[src/rtl/urlpd_pkg.sv]
`timescale 1ns / 1ps
// ----------------------------------------------------------------------------
// urlpd_pkg
// Shared types, constants and character helpers for the percent decoder.
// ----------------------------------------------------------------------------
package urlpd_pkg;

   localparam logic [7:0] PCT_CHAR    = 8'h25;
   localparam logic [7:0] DROP_LIMIT  = 8'hF7;
   localparam int         QUEUE_DEPTH = 4;

   typedef enum logic [1:0] {
      PH_IDLE,
      PH_PCT,
      PH_DIGIT
   } urlpd_phase_type;

   // one decoded operation: up to three output bytes, count of valid ones
   typedef struct packed {
      logic [1:0]      count;
      logic [2:0][7:0] data;
   } urlpd_op_type;

   function automatic logic is_hex(input logic [7:0] c);
      is_hex = c inside {[8'h30:8'h39], [8'h41:8'h46], [8'h61:8'h66]};
   endfunction

   function automatic logic [3:0] hex_val(input logic [7:0] c);
      logic [7:0] v;
      v = 8'h00;
      if (c inside {[8'h30:8'h39]}) begin
         v = c - 8'h30;
      end else if (c inside {[8'h41:8'h46]}) begin
         v = c - 8'h37;
      end else if (c inside {[8'h61:8'h66]}) begin
         v = c - 8'h57;
      end
      hex_val = v[3:0];
   endfunction

endpackage

[src/rtl/urlpd_front.sv]
`timescale 1ns / 1ps
// ----------------------------------------------------------------------------
// urlpd_front
// Escape tracker: classifies each input byte and builds the output operation.
// ----------------------------------------------------------------------------
module urlpd_front (
   input  logic                  clock,
   input  logic                  reset,
   input  logic                  accept,
   input  logic [7:0]            in_byte,
   input  logic                  string_end,
   output logic                  push,
   output urlpd_pkg::urlpd_op_type op
);

   urlpd_pkg::urlpd_phase_type phase_ff, phase_in;
   logic [7:0]                 digit_ff, digit_in;
   logic                       hex;
   logic [7:0]                 value;

   assign hex   = urlpd_pkg::is_hex(in_byte);
   assign value = {urlpd_pkg::hex_val(digit_ff), urlpd_pkg::hex_val(in_byte)};

   // next state
   always_comb begin
      phase_in = phase_ff;
      digit_in = digit_ff;
      if (accept) begin
         case (phase_ff)
            urlpd_pkg::PH_PCT: begin
               if (hex) begin
                  phase_in = urlpd_pkg::PH_DIGIT;
                  digit_in = in_byte;
               end else begin
                  phase_in = urlpd_pkg::PH_IDLE;
                  digit_in = 8'h00;
               end
            end
            urlpd_pkg::PH_DIGIT: begin
               phase_in = urlpd_pkg::PH_IDLE;
               digit_in = 8'h00;
            end
            default: begin
               phase_in = (in_byte == urlpd_pkg::PCT_CHAR) ? urlpd_pkg::PH_PCT
                                                           : urlpd_pkg::PH_IDLE;
            end
         endcase
         if (string_end) begin
            phase_in = urlpd_pkg::PH_IDLE;
            digit_in = 8'h00;
         end
      end
   end

   // operation for this beat
   always_comb begin
      op.count   = 2'd0;
      op.data[0] = in_byte;
      op.data[1] = 8'h00;
      op.data[2] = 8'h00;
      case (phase_ff)
         urlpd_pkg::PH_PCT: begin
            if (!hex) begin
               op.count   = 2'd2;
               op.data[0] = urlpd_pkg::PCT_CHAR;
               op.data[1] = in_byte;
            end
         end
         urlpd_pkg::PH_DIGIT: begin
            if (hex) begin
               op.data[0] = value;
               if (value != 8'h00 && value < urlpd_pkg::DROP_LIMIT) begin
                  op.count = 2'd1;
               end
            end else begin
               op.count   = 2'd3;
               op.data[0] = urlpd_pkg::PCT_CHAR;
               op.data[1] = digit_ff;
               op.data[2] = in_byte;
            end
         end
         default: begin
            if (in_byte != urlpd_pkg::PCT_CHAR) begin
               op.count = 2'd1;
            end
         end
      endcase
   end

   assign push = accept && (op.count != 2'd0);

   always_ff @(posedge clock) begin
      if (reset) begin
         phase_ff <= urlpd_pkg::PH_IDLE;
         digit_ff <= 8'h00;
      end else begin
         phase_ff <= phase_in;
         digit_ff <= digit_in;
      end
   end

endmodule

[src/rtl/urlpd_queue.sv]
`timescale 1ns / 1ps
// ----------------------------------------------------------------------------
// urlpd_queue
// Short operation queue between the escape tracker and the output sequencer.
// ----------------------------------------------------------------------------
module urlpd_queue #(
   parameter int Depth = urlpd_pkg::QUEUE_DEPTH
) (
   input  logic                    clock,
   input  logic                    reset,
   input  logic                    push,
   input  urlpd_pkg::urlpd_op_type push_op,
   input  logic                    pop,
   output logic                    full,
   output logic                    empty,
   output urlpd_pkg::urlpd_op_type head
);

   localparam int PtrW = (Depth > 1) ? $clog2(Depth) : 1;
   localparam int CntW = $clog2(Depth + 1);

   urlpd_pkg::urlpd_op_type entry_ff [Depth];
   logic [PtrW-1:0]         wr_ptr_ff, wr_ptr_in;
   logic [PtrW-1:0]         rd_ptr_ff, rd_ptr_in;
   logic [CntW-1:0]         count_ff, count_in;

   assign full  = (count_ff == CntW'(Depth));
   assign empty = (count_ff == '0);
   assign head  = entry_ff[rd_ptr_ff];

   always_comb begin
      wr_ptr_in = wr_ptr_ff;
      rd_ptr_in = rd_ptr_ff;
      count_in  = count_ff;
      if (push) begin
         wr_ptr_in = (wr_ptr_ff == PtrW'(Depth - 1)) ? '0 : wr_ptr_ff + 1'b1;
      end
      if (pop) begin
         rd_ptr_in = (rd_ptr_ff == PtrW'(Depth - 1)) ? '0 : rd_ptr_ff + 1'b1;
      end
      if (push && !pop) begin
         count_in = count_ff + 1'b1;
      end else if (pop && !push) begin
         count_in = count_ff - 1'b1;
      end
   end

   always_ff @(posedge clock) begin
      if (reset) begin
         wr_ptr_ff <= '0;
         rd_ptr_ff <= '0;
         count_ff  <= '0;
      end else begin
         wr_ptr_ff <= wr_ptr_in;
         rd_ptr_ff <= rd_ptr_in;
         count_ff  <= count_in;
      end
   end

   always_ff @(posedge clock) begin
      if (push) begin
         entry_ff[wr_ptr_ff] <= push_op;
      end
   end

endmodule

[src/rtl/urlpd_back.sv]
`timescale 1ns / 1ps
// ----------------------------------------------------------------------------
// urlpd_back
// Output sequencer: walks the bytes of the head operation into the output
// register, one beat per cycle unless a low rsp_ready stalls it.
// ----------------------------------------------------------------------------
module urlpd_back (
   input  logic                    clock,
   input  logic                    reset,
   input  logic                    empty,
   input  urlpd_pkg::urlpd_op_type head,
   output logic                    pop,
   output logic                    rsp_valid,
   input  logic                    rsp_ready,
   output logic [7:0]              rsp_out_byte,
   output logic                    rsp_run_last
);

   logic       valid_ff, valid_in;
   logic [7:0] byte_ff, byte_in;
   logic       last_ff, last_in;
   logic [1:0] idx_ff, idx_in;
   logic       load;
   logic       at_end;

   // output register free or being drained this cycle
   assign load   = !valid_ff || rsp_ready;
   assign at_end = (idx_ff == head.count - 2'd1);
   assign pop    = load && !empty && at_end;

   always_comb begin
      valid_in = valid_ff;
      byte_in  = byte_ff;
      last_in  = last_ff;
      idx_in   = idx_ff;
      if (load) begin
         valid_in = !empty;
         if (!empty) begin
            byte_in = head.data[idx_ff];
            last_in = at_end;
            idx_in  = at_end ? 2'd0 : idx_ff + 2'd1;
         end
      end
   end

   always_ff @(posedge clock) begin
      if (reset) begin
         valid_ff <= 1'b0;
         idx_ff   <= 2'd0;
      end else begin
         valid_ff <= valid_in;
         idx_ff   <= idx_in;
      end
   end

   always_ff @(posedge clock) begin
      byte_ff <= byte_in;
      last_ff <= last_in;
   end

   assign rsp_valid    = valid_ff;
   assign rsp_out_byte = byte_ff;
   assign rsp_run_last = last_ff;

endmodule

[src/rtl/url_percent_decoder.sv]
`timescale 1ns / 1ps
// ----------------------------------------------------------------------------
// url_percent_decoder
// Percent-escape decoder for a byte stream, up to three result beats per
// input beat.
// ----------------------------------------------------------------------------
//  channel  | direction | payload                          | handshake
//  req_     | in        | req_in_byte[7:0], req_string_end | req_valid/req_ready
//  rsp_     | out       | rsp_out_byte[7:0], rsp_run_last  | rsp_valid/rsp_ready
//
//  one input beat per cycle while the operation queue has room
//  the output sequencer drains one result per cycle while rsp_ready is high, so
//  an abort, with two or three results, holds it; the QueueDepth-entry queue
//  absorbs those bursts; results pass the queue, then the output register
//  synchronous reset clears the escape state, the queue and the output
//  valid flag; no clearing pass, inputs are taken the cycle after reset
// ----------------------------------------------------------------------------
module url_percent_decoder #(
   parameter int QueueDepth = urlpd_pkg::QUEUE_DEPTH
) (
   input  logic       clock,
   input  logic       reset,
   input  logic       req_valid,
   output logic       req_ready,
   input  logic [7:0] req_in_byte,
   input  logic       req_string_end,
   output logic       rsp_valid,
   input  logic       rsp_ready,
   output logic [7:0] rsp_out_byte,
   output logic       rsp_run_last
);

   urlpd_pkg::urlpd_op_type push_op;
   urlpd_pkg::urlpd_op_type head;
   logic                    push;
   logic                    pop;
   logic                    full;
   logic                    empty;

   assign req_ready = !full;

   urlpd_front u_front (
      .clock      (clock),
      .reset      (reset),
      .accept     (req_valid && req_ready),
      .in_byte    (req_in_byte),
      .string_end (req_string_end),
      .push       (push),
      .op         (push_op)
   );

   urlpd_queue #(
      .Depth (QueueDepth)
   ) u_queue (
      .clock   (clock),
      .reset   (reset),
      .push    (push),
      .push_op (push_op),
      .pop     (pop),
      .full    (full),
      .empty   (empty),
      .head    (head)
   );

   urlpd_back u_back (
      .clock        (clock),
      .reset        (reset),
      .empty        (empty),
      .head         (head),
      .pop          (pop),
      .rsp_valid    (rsp_valid),
      .rsp_ready    (rsp_ready),
      .rsp_out_byte (rsp_out_byte),
      .rsp_run_last (rsp_run_last)
   );

endmodule

[config.mk]
export PLATFORM = sky130hd
export DESIGN_NAME = url_percent_decoder
export DESIGN_NICKNAME = d
export VERILOG_FILES = /design/src/rtl/urlpd_pkg.sv /design/src/rtl/urlpd_front.sv /design/src/rtl/urlpd_queue.sv /design/src/rtl/urlpd_back.sv /design/src/rtl/url_percent_decoder.sv
export SDC_FILE = /design/constraint.sdc
export NUM_CORES = 1
export LEC_CHECK = 0
export ABC_AREA = 1
export BUFFER_PORTS_ARGS = -buffer_cell sky130_fd_sc_hd__buf_4
export CORE_MARGIN = 5
export CORE_UTILIZATION = 65
export CTS_BUF_LIST = sky130_fd_sc_hd__clkbuf_8
export CTS_CLUSTER_SIZE = 40
export DETAILED_ROUTE_END_ITERATION = 6
export GPL_TIMING_DRIVEN = 1
export PLACE_DENSITY = 0.83
export SYNTH_ARGS = -nofsm -noshare
export SYNTH_HDL_FRONTEND = slang
export SYNTH_SLANG_ARGS = --single-unit
[constraint.sdc]
create_clock -name clock -period 7.55 [get_ports clock]
set_input_delay 1.51 -clock clock [delete_from_list [all_inputs] [get_ports clock]]
set_output_delay 1.51 -clock clock [all_outputs]
set_load 0.03 [all_outputs]
## Word level (Yosys, flattened, before mapping)

Memory sizes are Yosys's and may differ from the RTL's. A register that Yosys moved wholly into a read port is not among the register bits.
Index checks and enable logic that the tools add are counted.

| storage, ports and cells | value |
|---|---|
| register bits | 29 |
| memory bits (writable) | 104 |
| bits of input ports | 13 |
| output and inout port bits | 11 |
| logic and storage cells | 106 |
| memories | 1 |

Memories:

| memory | words | bits a word | read ports | clocked after memory_dff | write ports | RTL line | RTL |
|---|---|---|---|---|---|---|---|
| u_queue.entry_ff | 4 | 26 | 1 | 1 | 1 | urlpd_queue.sv:22 | `urlpd_pkg::urlpd_op_type entry_ff [Depth];` |

| operators by class | value |
|---|---|
| $add $sub $neg | 12 |
| $lt $le $gt $ge | 14 |
| eq/ne operators | 8 |
| multiplexer cells | 34 |
| bitwise gates (word level) | 1 |
| reductions and logical operators | 27 |

Operators with widths:

| operator | count |
|---|---|
| two-way mux 8 bit | 5 |
| greater-or-equal comparator 8 x 7 -> 1 bit (second input constant) | 4 |
| less-or-equal comparator 8 x 7 -> 1 bit (second input constant) | 4 |
| two-way mux 16 bit | 2 |
| one-hot mux 16 bit (2 select lines) | 1 |
| two-way mux 4 bit | 6 |
| two-way mux 2 bit | 9 |
| binary-select mux 8 bit (select 2 bit) | 1 |
| greater-or-equal comparator 8 x 6 -> 1 bit (second input constant) | 2 |
| less-or-equal comparator 8 x 6 -> 1 bit (second input constant) | 2 |
| one-hot mux 8 bit (2 select lines) | 1 |
| subtractor 4 x 3 -> 4 bit (second input constant) | 4 |
| logical AND 1 bit | 13 |
| == test 8 x 6 -> 1 bit (second input constant) | 1 |
| less-than comparator 8 bit (second input constant) | 1 |
| != test 8 x 6 -> 1 bit (second input constant) | 1 |
| one-hot mux 2 bit (2 select lines) | 2 |
| nonzero test 8 bit | 1 |
| subtractor 4 x 1 -> 4 bit (second input constant) | 2 |
| adder 2 x 1 -> 2 bit (second input constant) | 3 |
| == test 2 bit (second input constant) | 3 |
| two-way mux 3 bit | 2 |
| nonzero test 3 bit | 2 |
| zero test 1 bit | 5 |
| other kinds (13) | 19 |

## Depth between registers and ports, before layout

Gate-level depths: netlist of the first run.

| logic depth | value |
|---|---|
| word-level depth | 16 |
| depth in mapped cells | 24 |
| gate-level depth less buffers | 24 |

## Hierarchy

Synthesis of the first run repeated with hierarchy kept, for this count alone.

| unflattened totals | value |
|---|---|
| cells, all modules | 640 |
| area total of the unflattened synthesis | 6452.4 um^2 |

Modules (own cells, without submodules):

| module | instances | cells an instance | area an instance (um^2) | seq. area each (um^2) |
|---|---|---|---|---|
| urlpd_queue | 1 | 310 | 4325.4 | 3303.2 |
| urlpd_front | 1 | 250 | 1426.4 | 200.2 |
| urlpd_back | 1 | 77 | 686.9 | 330.3 |
| url_percent_decoder | 1 | 3 | 13.8 | 0.0 |

## Worst setup path after synthesis of the first run

OpenSTA, ideal clock, no wires.

| timing | value |
|---|---|
| path type | input -> register |
| start point | input req_in_byte[0] |
| end point | memory u_queue.entry_ff[0][0] (netlist bit), enable pin |
| library setup time | 0.409 ns |
| data arrival time | 3.981 ns |
| data required time | 7.141 ns |
| path slack | 3.161 ns |
| cell stages on the path | 15 |
| path buffers | 0 |
| cells stage by stage | inv_1 -> ha_1 -> nand2_2 -> or2_1 -> nand3_1 -> nand2_2 -> nand2_1 -> nand2_1 -> nand3_1 -> nand2_1 -> nand3_1 -> nand3_2 -> nand3_4 -> nand2_2 -> nor2_1 |

| between the ends | value |
|---|---|
| cells in the longest elaborated chain, start to end | 14 |
| elaborated cells between the ends (all ways) | 29 |
| those cells by class | 3 x add/sub; 7 x order compare; 1 x eq/ne; 10 x mux; 8 x reduce/logical |

Ends and longest elaborated chain:

| element | RTL line | RTL |
|---|---|---|
| start, declared | url_percent_decoder.sv:25 | `input logic [7:0] req_in_byte,` |
| greater-or-equal comparator 8 x 7 -> 1 bit / less-or-equal comparator 8 x 7 -> 1 bit (equally long branches) | urlpd_pkg.sv:25, urlpd_pkg.sv:35 |  |
| logical AND 1 bit | urlpd_pkg.sv:25, urlpd_pkg.sv:35 |  |
| two-way mux 4 bit | urlpd_pkg.sv:35 | `end else if (c inside {[8'h61:8'h66]}) begin` |
| two-way mux 4 bit | urlpd_pkg.sv:33 | `end else if (c inside {[8'h41:8'h46]}) begin` |
| two-way mux 4 bit | urlpd_pkg.sv:31 | `if (c inside {[8'h30:8'h39]}) begin` |
| less-than comparator 8 bit / nonzero test 8 bit (equally long branches) | urlpd_front.sv:72 | `if (value != 8'h00 && value < urlpd_pkg::DROP_LIMIT) begin` |
| logical AND 1 bit | urlpd_front.sv:72 |  |
| two-way mux 1 bit | urlpd_front.sv:72 |  |
| two-way mux 2 bit | urlpd_front.sv:70 | `if (hex) begin` |
| one-hot mux 2 bit (2 select lines) (*) | urlpd_front.sv:61 | `case (phase_ff)` |
| nonzero test 2 bit (*) | urlpd_front.sv:90 | `assign push = accept && (op.count != 2'd0);` |
| logical AND 1 bit (*) | urlpd_front.sv:90 |  |
| two-way mux 1 bit (*) | urlpd_queue.sv:61 | `if (push) begin` |
| two-way mux 1 bit (implied by the code) (*) | urlpd_queue.sv:62 | `entry_ff[wr_ptr_ff] <= push_op;` |
| end, declared | urlpd_queue.sv:22 |  |

Every way passes the cells marked *; elsewhere a longest branch is shown, timed or not.

==> results.cfg, run 1 <==
[setup_path]
critPathSlowestCell = nor3_1
critPathKind = in2reg
arrival_ns = 4.60
cp-end-kind = flop
critical_path.max_fanout = 17
slowest_delay_ns = 0.44
worstSetupStartpointType = primary input
cp_data_required_time_ns = 7.87
crit_path_cell_trace = buf_4, inv_1, ha_1, nand2_2, or2_1, nand3_1, nand2_2, nor3_1, inv_1, nand3_4, nand2_2, inv_1, ha_1, inv_1, fa_1, a21oi_1, o21ai_0, o21ai_0, a21oi_1
cpMostUsedCell = inv_1

[finish]
area_delta_synth_final_pct = 11.68
stdcell_area_um2 = 6809
drive_above_1_share_pct = 12.82
layout.cells.non_filler = 735
final_nets = 641
diodes = 0

[clock_network]
cts.sink_count = 135
htree_levels = 4
cts_buffer_depth = 2
cts_tree = done
cts_buffers = 17
clk_pin_slew_ns = 0.08
clkLatencyLatePin_ns = 0.43
cts_hold_buf = 0
root_buffer = clkbuf_8
cts_resized = 0
cts_setup_buffers = 0

[yosys]
ys_ff_latch = 135
synth_edf_count = 113
synth_top_cell_by_area = edfxtp_1
synth_common_cells = edfxtp_1 (113), nand2_1 (102), nor2_1 (77)
syn_inst = 585
synth_top_area_share_pct = 55.65
synth-main-ff-cell = edfxtp_1
synthArstFlopShare_pct = 0
synth.distinct_cells = 33
synth.cell_area_um2 = 6097
synth_area_per_cell_um2 = 10.42
yosysMostFrequentCell = edfxtp_1
yosysSeqAreaShare_pct = 62.88
syn-num-nets = 615
synth_area_leaders = edfxtp_1 (56%), dfxtp_1 (7.2%), nand2_1 (6.3%), o21ai_0 (4.8%), nor2_1 (4.7%)
ys_warn_count = 0

[global_routing]
grt_pass1_vias = 4422
grt_pass1_wl_mm = 22.67
grt_use_total_pct = 26.34
antenna_found_initial = 0
grt_overflow = 0
grt_max_degree = 54

[placement]
gp_congestion = 0.9243
placed_cell_area_um2 = 6374
dpl_worst_slack_ns = 2.904
hpwl_mm = 8.998
io_buffers = 23
dp_cells = 703

[power]
vdd_ir_drop_max_v = 0.0001510
p_leak_nw = 2.571
finalPower_w = 0.002261
pwr_density_cell_nw_per_um2 = 332.0

[routing]
first_pass_iters = 6
vias_per_cell = 6.103
num_vias = 4486
wire_per_inst_um = 19.26
drc_errors = 0
wl_met2_mm = 7.032
routed_wirelength_mm = 14.16
dr.max_layer_used = met4
drt-met1-wl_mm = 5.685
wl_met3_mm = 1.173
ant_nets = 0
drt_first_iter_violations = 409

[die]
core_um2 = 9196
pin_count = 24
die_x_um = 106.9
die_y_um = 106.9
placementRows = 35
start_util_pct = 66.30
die_area_um2 = 11420

[sta]
setup_slack_ns = 3.262
max_freq_mhz = 233.2
finalCritPeriodShare_pct = 56.80
timing.setup.tns_ns = 0
setup_viol = 0
maxSlewHeadroom_pct = 33.93
timing_hold_violations_final = 0
rsz0062_at_grt = no
skew_ns = 0.01290
finalCriticalPeriod_ns = 4.288
tightest_slew_ns = 0.9897
slew_violations = 0

[run]
maxCapViolations = 0

[run_status]
status = finished clean

[min_path]
min_path_type = reg2reg
state kept, by name, indices dropped and copies added, names as in the netlist, named ones only:
| name | cells |
|---|---|
| u_queue.count_ff | 3 |
| u_queue.entry_ff | 104 |
| u_queue.wr_ptr_ff | 2 |
| u_front.phase_ff | 2 |
| u_back.rsp_valid | 1 |
| u_queue.rd_ptr_ff | 2 |
| u_back.rsp_out_byte | 8 |
| u_back.rsp_run_last | 1 |
| u_back.idx_ff | 2 |
| u_front.digit_ff | 8 |
metal layers:
layer / track usage (%) / up-vias
met2: 43.21 / 231
met5: 0 / -
met3: 6.562 / 31
met4: 10.05 / 0
met1: 34.05 / 2115
li1: - / 2109
cell usage in the layout (no fill, tap or decap), drive strengths merged:
cell      Yosys  routed
a21oi        29      29
a22oi         1       1
a31oi         1       1
a32o          6       6
a32oi         1       1
buf           1      29
bufinv        0       4
clkbuf       21      17
clkinv        0       5
clkinvlp      0       2
dfxtp        22      22
edfxtp      113     113
fa            1       1
ha           16      16
inv          56      60
nand2       108     108
nand3        21      21
nand3b        1       1
nand4         2       2
nor2         78      78
nor3          5       5
nor4          1       1
o211ai        6       6
o21ai        61      61
o221ai       13      13
o22ai        17      17
or2           1       1
or3           1       1
xor2          2       2
area by class of cell:
class / count / area [µm²]
Sequential cell: 135 / 3834
Clock buffer: 17 / 234.0
Clock inverter: 15 / 201.4
Timing Repair Buffer: 29 / 217.7
Fill cell: 616 / 2387
Inverter: 56 / 210.2
Multi-Input combinational cell: 372 / 1973
Tap cell: 111 / 138.9
kinds of logic (layout without fill, tap and decap cells):
logic type / after synthesis / after routing / share of synthesized area (%)
flip-flops: 135 / 135 / 62.88
XOR/XNOR: 2 / 2 / 0.2873
adder cells (fa/ha/maj): 17 / 17 / 3.612
AND/OR/NAND/NOR: 218 / 218 / 15.21
AO/OA/AOI/OAI: 135 / 135 / 13.09
buffers and inverters: 78 / 117 / 4.925
power by group:
group | switching, W | internal (W) | total (W)
clock network | 0.000284 | 0.000362 | 0.000646
registers | 0.0000558 | 0.000928 | 0.000984
logic | 0.000427 | 0.000204 | 0.000630
through the flow:
step / util [%] / hold slack (ns)
4_1_cts: 74.04 / 0.4903
2_1_floorplan: - / 0.4488
3_5_place_dp: 69.31 / 0.4788
5_1_grt: 74.04 / 0.5211
3_3_place_gp: 69.31 / 0.4694
6_report: 74.04 / 0.4910
worst max-delay path: cells and delay by family:
kind	cells	cell delay [ns]
and+or+nand+nor	7	1.28
AOI/OAI and AO/OA	4	0.47
buffers and inverters	5	0.60
adders and majority gates	3	0.72
worst paths after layout:
path                              from                    to  slack, ns  cells after the start
setup / recovery        req_in_byte[0]   u_queue.count_ff[2]       3.26                     19
setup reg to reg                  flop   u_queue.count_ff[2]       3.89                     14
hold reg to reg   u_queue.rd_ptr_ff[1]  u_queue.rd_ptr_ff[1]       0.49                      2
hold / removal    u_queue.rd_ptr_ff[1]  u_queue.rd_ptr_ff[1]       0.49                      2
Note: power is estimated with default switching activity, not from simulation.
==> run 2, diff against run 1 <==
Settings changed: CORE_UTILIZATION 65 to 58, PLACE_DENSITY 0.83 to 0.79.
Clock period 7.55 ns to 3.8 ns, I/O delays scaled along.
==> run 2 against run 1 <==
Clock-buffer cell count unchanged. First-iteration DRC count decreased by 16%. Combinational power increased by 110%. Sequential power increased by 94%. Critical path depth increased by 4.
==> results.cfg, run 2 (synthesis results as in run 1) <==
[power]
pwr_density_cell_nw_per_um2 = 633.9
p_leak_nw = 2.606
vdd_ir_drop_max_v = 0.0003362

[die]
placementRows = 37
pin_count = 24
die_y_um = 112.5
die_x_um = 112.5
core_um2 = 10280
die_area_um2 = 12660
start_util_pct = 59.33

[routing]
num_vias = 4453
drc_errors = 0
first_pass_iters = 5
drt_first_iter_violations = 342
wire_per_inst_um = 17.59
routed_wirelength_mm = 13.49
ant_nets = 0
vias_per_cell = 5.806

[placement]
io_buffers = 23
hpwl_mm = 8.761
gp_congestion = 0.9355

[finish]
largest_register_ffs = 104
final_cell_mix = edfxtp_1 (113), nand2_1 (102), nor2_1 (73)
fin_util_pct = 67.07
diodes = 0
nFillCells = 794
area_delta_synth_final_pct = 13.05
final_nets = 649
regMostFlops = u_queue.entry_ff
final_common_cell = edfxtp_1
drive_above_1_share_pct = 13.00

[sta]
max_freq_mhz = 301.4
slew_violations = 0
tightest_slew_ns = 0.7917
maxSlewHeadroom_pct = 47.03
rsz0062_at_grt = no
finalCriticalPeriod_ns = 3.318
skew_ns = 0.01054
timing.setup.tns_ns = 0
setup_viol = 0
timing_hold_violations_final = 0
finalCritPeriodShare_pct = 87.33

[setup_path]
critPathKind = in2reg
critPathSlowestCell = fa_1
r2r_cells = 24
arrival_ns = 3.63
crit_path_cell_trace = buf_4, inv_1, ha_1, nand2_2, or2_1, nand3_1, nand2_2, nand2_1, nand2_1, nand3_1, nand2_1, nand3_1, nand3_2, nand3_4, nand2_2, inv_1, ha_1, inv_1, fa_1, a21oi_1, o21ai_0, o21ai_0, a21oi_1
cp_data_required_time_ns = 4.11
crit_end = u_queue.count_ff[2]
regToRegEndpoint = u_queue.count_ff[2]
r2r_slack_ns = 0.53
worstSetupStartpointType = primary input
worst_r2r_startpoint = u_front.digit_ff[0]
critical_path.max_fanout = 8
cp-end-kind = flop
cp-startpoint = req_in_byte[1]
slowest_delay_ns = 0.38

[run]
maxCapViolations = 0

[global_routing]
grt_pass1_wl_mm = 21.93
antenna_found_initial = 0
grt_max_degree = 35
grt_overflow = 0
grt_use_total_pct = 22.17
grt_pass1_vias = 4311

[clock_network]
cts_buffer_depth = 2
cts_resized = 0
cts_hold_buf = 0
cts.sink_count = 135
root_buffer = clkbuf_8
cts_buffers = 17
htree_levels = 4
clk_pin_slew_ns = 0.07
cts_setup_buffers = 0
cts_tree = done
clkLatencyLatePin_ns = 0.42

[run_status]
status = finished clean

[min_path]
min_path_type = reg2reg
## run 2: changes by cell type in the layout (fill, tap and decap cells not counted), sizes merged
| cell | before | now |
|---|---|---|
| buf | 29 | 37 |
| clkinv | 5 | 7 |
| bufinv | 4 | 3 |
| clkinvlp | 2 | 1 |
| inv | 60 | 59 |
## run 2: metal layers
layer,wire length [µm],GRT usage (%)
met1,5719,30.29
met2,6455,35.60
met5,0,0
met4,265,7.772
met3,1052,4.474
## run 2: how the worst min path moves through the flow
stage	startpoint	slack [ns]	cells past startpoint	endpoint
6_report	u_front.digit_ff[7]	0.49	2	u_front.digit_ff[7]
5_1_grt	u_front.digit_ff[7]	0.50	2	u_front.digit_ff[7]
4_1_cts	u_front.digit_ff[7]	0.49	2	u_front.digit_ff[7]
3_5_place_dp	u_front.digit_ff[7]	0.48	2	u_front.digit_ff[7]
3_3_place_gp	u_queue.rd_ptr_ff[1]	0.47	2	flop
2_1_floorplan	u_front.digit_ff[7]	0.45	2	u_front.digit_ff[7]
## run 2: layout make-up
type	count	area (µm²)	share of cell area, %
Clock inverter	14	143.9	2.087
Tap cell	136	170.2	2.469
Sequential cell	135	3834	55.62
Inverter	56	210.2	3.050
Multi-Input combinational cell	372	1973	28.63
Clock buffer	17	234.0	3.394
Timing Repair Buffer	37	327.8	4.756
## run 2: per-stage QoR
stage	instances	setup slack [ns]	hold slack (ns)	cell area, µm²	power, W
floorplan	585	0.1606	0.4488	6097	0.002838
CTS	767	0.5217	0.4906	6893	0.004377
finish	767	0.4816	0.4941	6893	0.004370
detailed placement	736	0.07650	0.4802	6515	0.003252
global placement	736	0.1574	0.4681	6515	0.003206
global route	767	0.06725	0.5038	6893	0.004625
## run 2: critical path, delay by kind of cell
kind	cells	cell delay, ns
fa+ha+maj	3	0.70
simple gates	12	1.29
compound gates	4	0.46
buf+inv	4	0.40
## run 2: power breakdown
part | internal (W) | switching, W | total, W
clock network | 0.000628 | 0.000503 | 0.00113
logic | 0.000442 | 0.000890 | 0.00133
registers | 0.00184 | 0.0000637 | 0.00191
total | 0.00291 | 0.00146 | 0.00437
==> run 3, diff against run 2 <==
Settings changed: PLACE_DENSITY 0.79 to 0.78, SYNTH_HIERARCHICAL from default to 1.
==> run 3 against run 2 <==
Sequential share of layout area down 1.7 points. Critical path type is now reg2reg. Power rose by 3.6%. Highest routed layer unchanged. Clock power about the same. Cell area rose by 3.2%. Flip-flop and latch count stayed put.
==> results.cfg, run 3 <==
[run_status]
status = finished clean

[yosys]
ys_warn_count = 6
synth_top_cell_by_area = edfxtp_1
synth_edf_count = 113
ys_ff_latch = 135
yosysMostFrequentCell = edfxtp_1
synth_area_per_cell_um2 = 10.08
yosysSeqAreaShare_pct = 59.41
synth_common_cells = edfxtp_1 (113), nor2_1 (85), nand2_1 (83)
syn-num-nets = 669
synth_top_area_share_pct = 52.59
synth.cell_area_um2 = 6452
synth-main-ff-cell = edfxtp_1
synth_area_leaders = edfxtp_1 (53%), dfxtp_1 (6.8%), nor2_1 (4.9%), nand2_1 (4.8%), o21ai_0 (4.0%)
synth.distinct_cells = 36
syn_inst = 640
synthArstFlopShare_pct = 0

[global_routing]
grt_pass1_vias = 4571
grt_use_total_pct = 23.60
antenna_found_initial = 0
grt_overflow = 0
grt_pass1_wl_mm = 23.65
grt_max_degree = 49

[finish]
area_delta_synth_final_pct = 10.24
final_cell_mix = edfxtp_1 (113), nor2_1 (85), nand2_1 (83)
diodes = 0
fin_util_pct = 65.33
largest_register_ffs = 104
nFillCells = 844
drive_above_1_share_pct = 16.64
final_common_cell = edfxtp_1
regMostFlops = u_queue/entry_ff
final_nets = 695
stdcell_area_um2 = 7113

[setup_path]
r2r_cells = 24
worst_r2r_startpoint = u_front/digit_ff[0]
arrival_ns = 3.64
slowest_delay_ns = 0.51
crit_end = u_queue/count_ff[2]
critical_path.max_fanout = 7
crit_buf_inv = 4
cp-startpoint = u_front/digit_ff[0]
regToRegEndpoint = u_queue/count_ff[2]
cp-end-kind = flop
worstSetupStartpointType = flop
r2r_slack_ns = 0.49
cp_data_required_time_ns = 4.13
crit_cells = 24
critPathSlowestCell = dfxtp_1
cpMostUsedCell = nand2_1
critPathKind = reg2reg
crit_path_cell_trace = inv_1, ha_1, nand2_1, nand3_4, nand2_4, nand2_1, nand2_1, nand2_1, nor2_1, nor2_1, nand2_1, nand3_1, nand2_1, nand2_2, a21oi_2, ha_1, inv_1, fa_1, inv_1, nand2_1, nand3_1, nand2_1, inv_1, nor2_1
critical-path-top-delay-family = simple AND/OR/NAND/NOR gates

[placement]
io_buffers = 23
placed_cell_area_um2 = 6735
gp_congestion = 0.8958
hpwl_mm = 10.07

[power]
swShare_pct = 37.12
pwr-share-seq_pct = 44.0
finalPower_w = 0.004529
p_clk_share_pct = 24.5
p_int_w = 0.002848
pwr_density_cell_nw_per_um2 = 636.7
p_leak_nw = 2.654
combPwrFrac_pct = 31.6
vdd_ir_drop_max_v = 0.0003880
p_sw_w = 0.001681

[routing]
ant_nets = 0
first_pass_iters = 5
wire_per_inst_um = 18.09
vias_per_cell = 5.773
routed_wirelength_mm = 14.82
drt_first_iter_violations = 373
drc_errors = 0
num_vias = 4728

[sta]
finalCritPeriodShare_pct = 87.10
timing_hold_violations_final = 0
skew_ns = 0.01594
finalCriticalPeriod_ns = 3.310
timing.setup.tns_ns = 0
tightest_slew_ns = 0.5991
slew_violations = 0
setup_viol = 0
rsz0062_at_grt = no
max_freq_mhz = 302.1
maxSlewHeadroom_pct = 60.01

[clock_network]
clk_pin_slew_ns = 0.08
clkLatencyLatePin_ns = 0.44
htree_levels = 4
cts_hold_buf = 0
cts_resized = 0
cts.sink_count = 135
root_buffer = clkbuf_8
cts_buffers = 17
cts_tree = done
cts_buffer_depth = 2
cts_setup_buffers = 0

[die]
die_area_um2 = 13330
die_x_um = 115.5
pin_count = 24
die_y_um = 115.5
placementRows = 38
core_um2 = 10890
start_util_pct = 59.26

[min_path]
min_path_type = reg2reg

[run]
maxCapViolations = 0
[run 3: cell count changes after synthesis, sizes merged, moves of 8 or more]
cell,delta
a21oi,-9
buf,+22
clkbuf,-19
inv,+17
nand2,-8
nand3,+23
nor2,+13
o21ai,+26
o221ai,-12
o22ai,+11
[run 3: area by class of cell]
| cell class | instances | area [µm²] | share of cell area (%) |
|---|---|---|---|
| clock buffer | 17 | 234.0 | 3.289 |
| inverter | 73 | 284.0 | 3.993 |
| tap | 140 | 175.2 | 2.463 |
| multi-input combinational | 407 | 2152 | 30.26 |
| clock inverter | 15 | 143.9 | 2.023 |
| sequential | 135 | 3834 | 53.90 |
| timing repair buffer | 32 | 290.3 | 4.081 |
[run 3: tightest hold or removal path: stages, from the launching register on]
cell	delay, ns
dfxtp_1	0.33
nand2_1	0.07
a21oi_1	0.05
[run 3: stage by stage]
stage               cells  hold slack, ns  setup slack [ns]
global placement      787          0.4741            0.2911
CTS                   819          0.4968            0.4746
floorplan             640          0.4404            0.7197
detailed placement    787          0.4858            0.1059
global route          819          0.5095            0.1808
finish                819          0.4947            0.4903
[run 3: logic make-up after synthesis]
kind of cell / Yosys count / synth area share [%]
xor+xnor: 1 / 0.1358
fa+ha+maj: 16 / 3.219
flops: 135 / 59.41
buf+inv: 98 / 7.233
simple gates: 251 / 18.34
compound gates: 139 / 11.65
[run 3: power groups by stage]
stage / Sequential, W / Combinational (W) / Clock (W)
floorplan: 0.00207 / 0.000970 / 0
global placement: 0.00201 / 0.00135 / 0
detailed placement: 0.00203 / 0.00141 / 0
CTS: 0.00199 / 0.00142 / 0.00112
global route: 0.00201 / 0.00157 / 0.00121
finish: 0.00199 / 0.00143 / 0.00111
[run 3: metal layers]
layer	up-vias	wire (µm)	track usage [%]
met2	200	7288	38.58
met5	-	0	0
met3	15	1046	5.065
met4	0	248	8.451
met1	2245	6234	31.42
li1	2268	-	-
[run 3: worst min path at each step]
stage                        start                   to  cells past startpoint  slack (ns)
6_report       u_front/phase_ff[1]  u_front/phase_ff[1]                      2        0.49
5_1_grt        u_front/phase_ff[1]  u_front/phase_ff[1]                      2        0.51
4_1_cts        u_front/digit_ff[7]  u_front/digit_ff[7]                      2        0.50
3_5_place_dp   u_front/digit_ff[7]  u_front/digit_ff[7]                      2        0.49
3_3_place_gp   u_front/digit_ff[4]  u_front/digit_ff[4]                      2        0.47
2_1_floorplan  u_front/digit_ff[7]  u_front/digit_ff[7]                      2        0.44
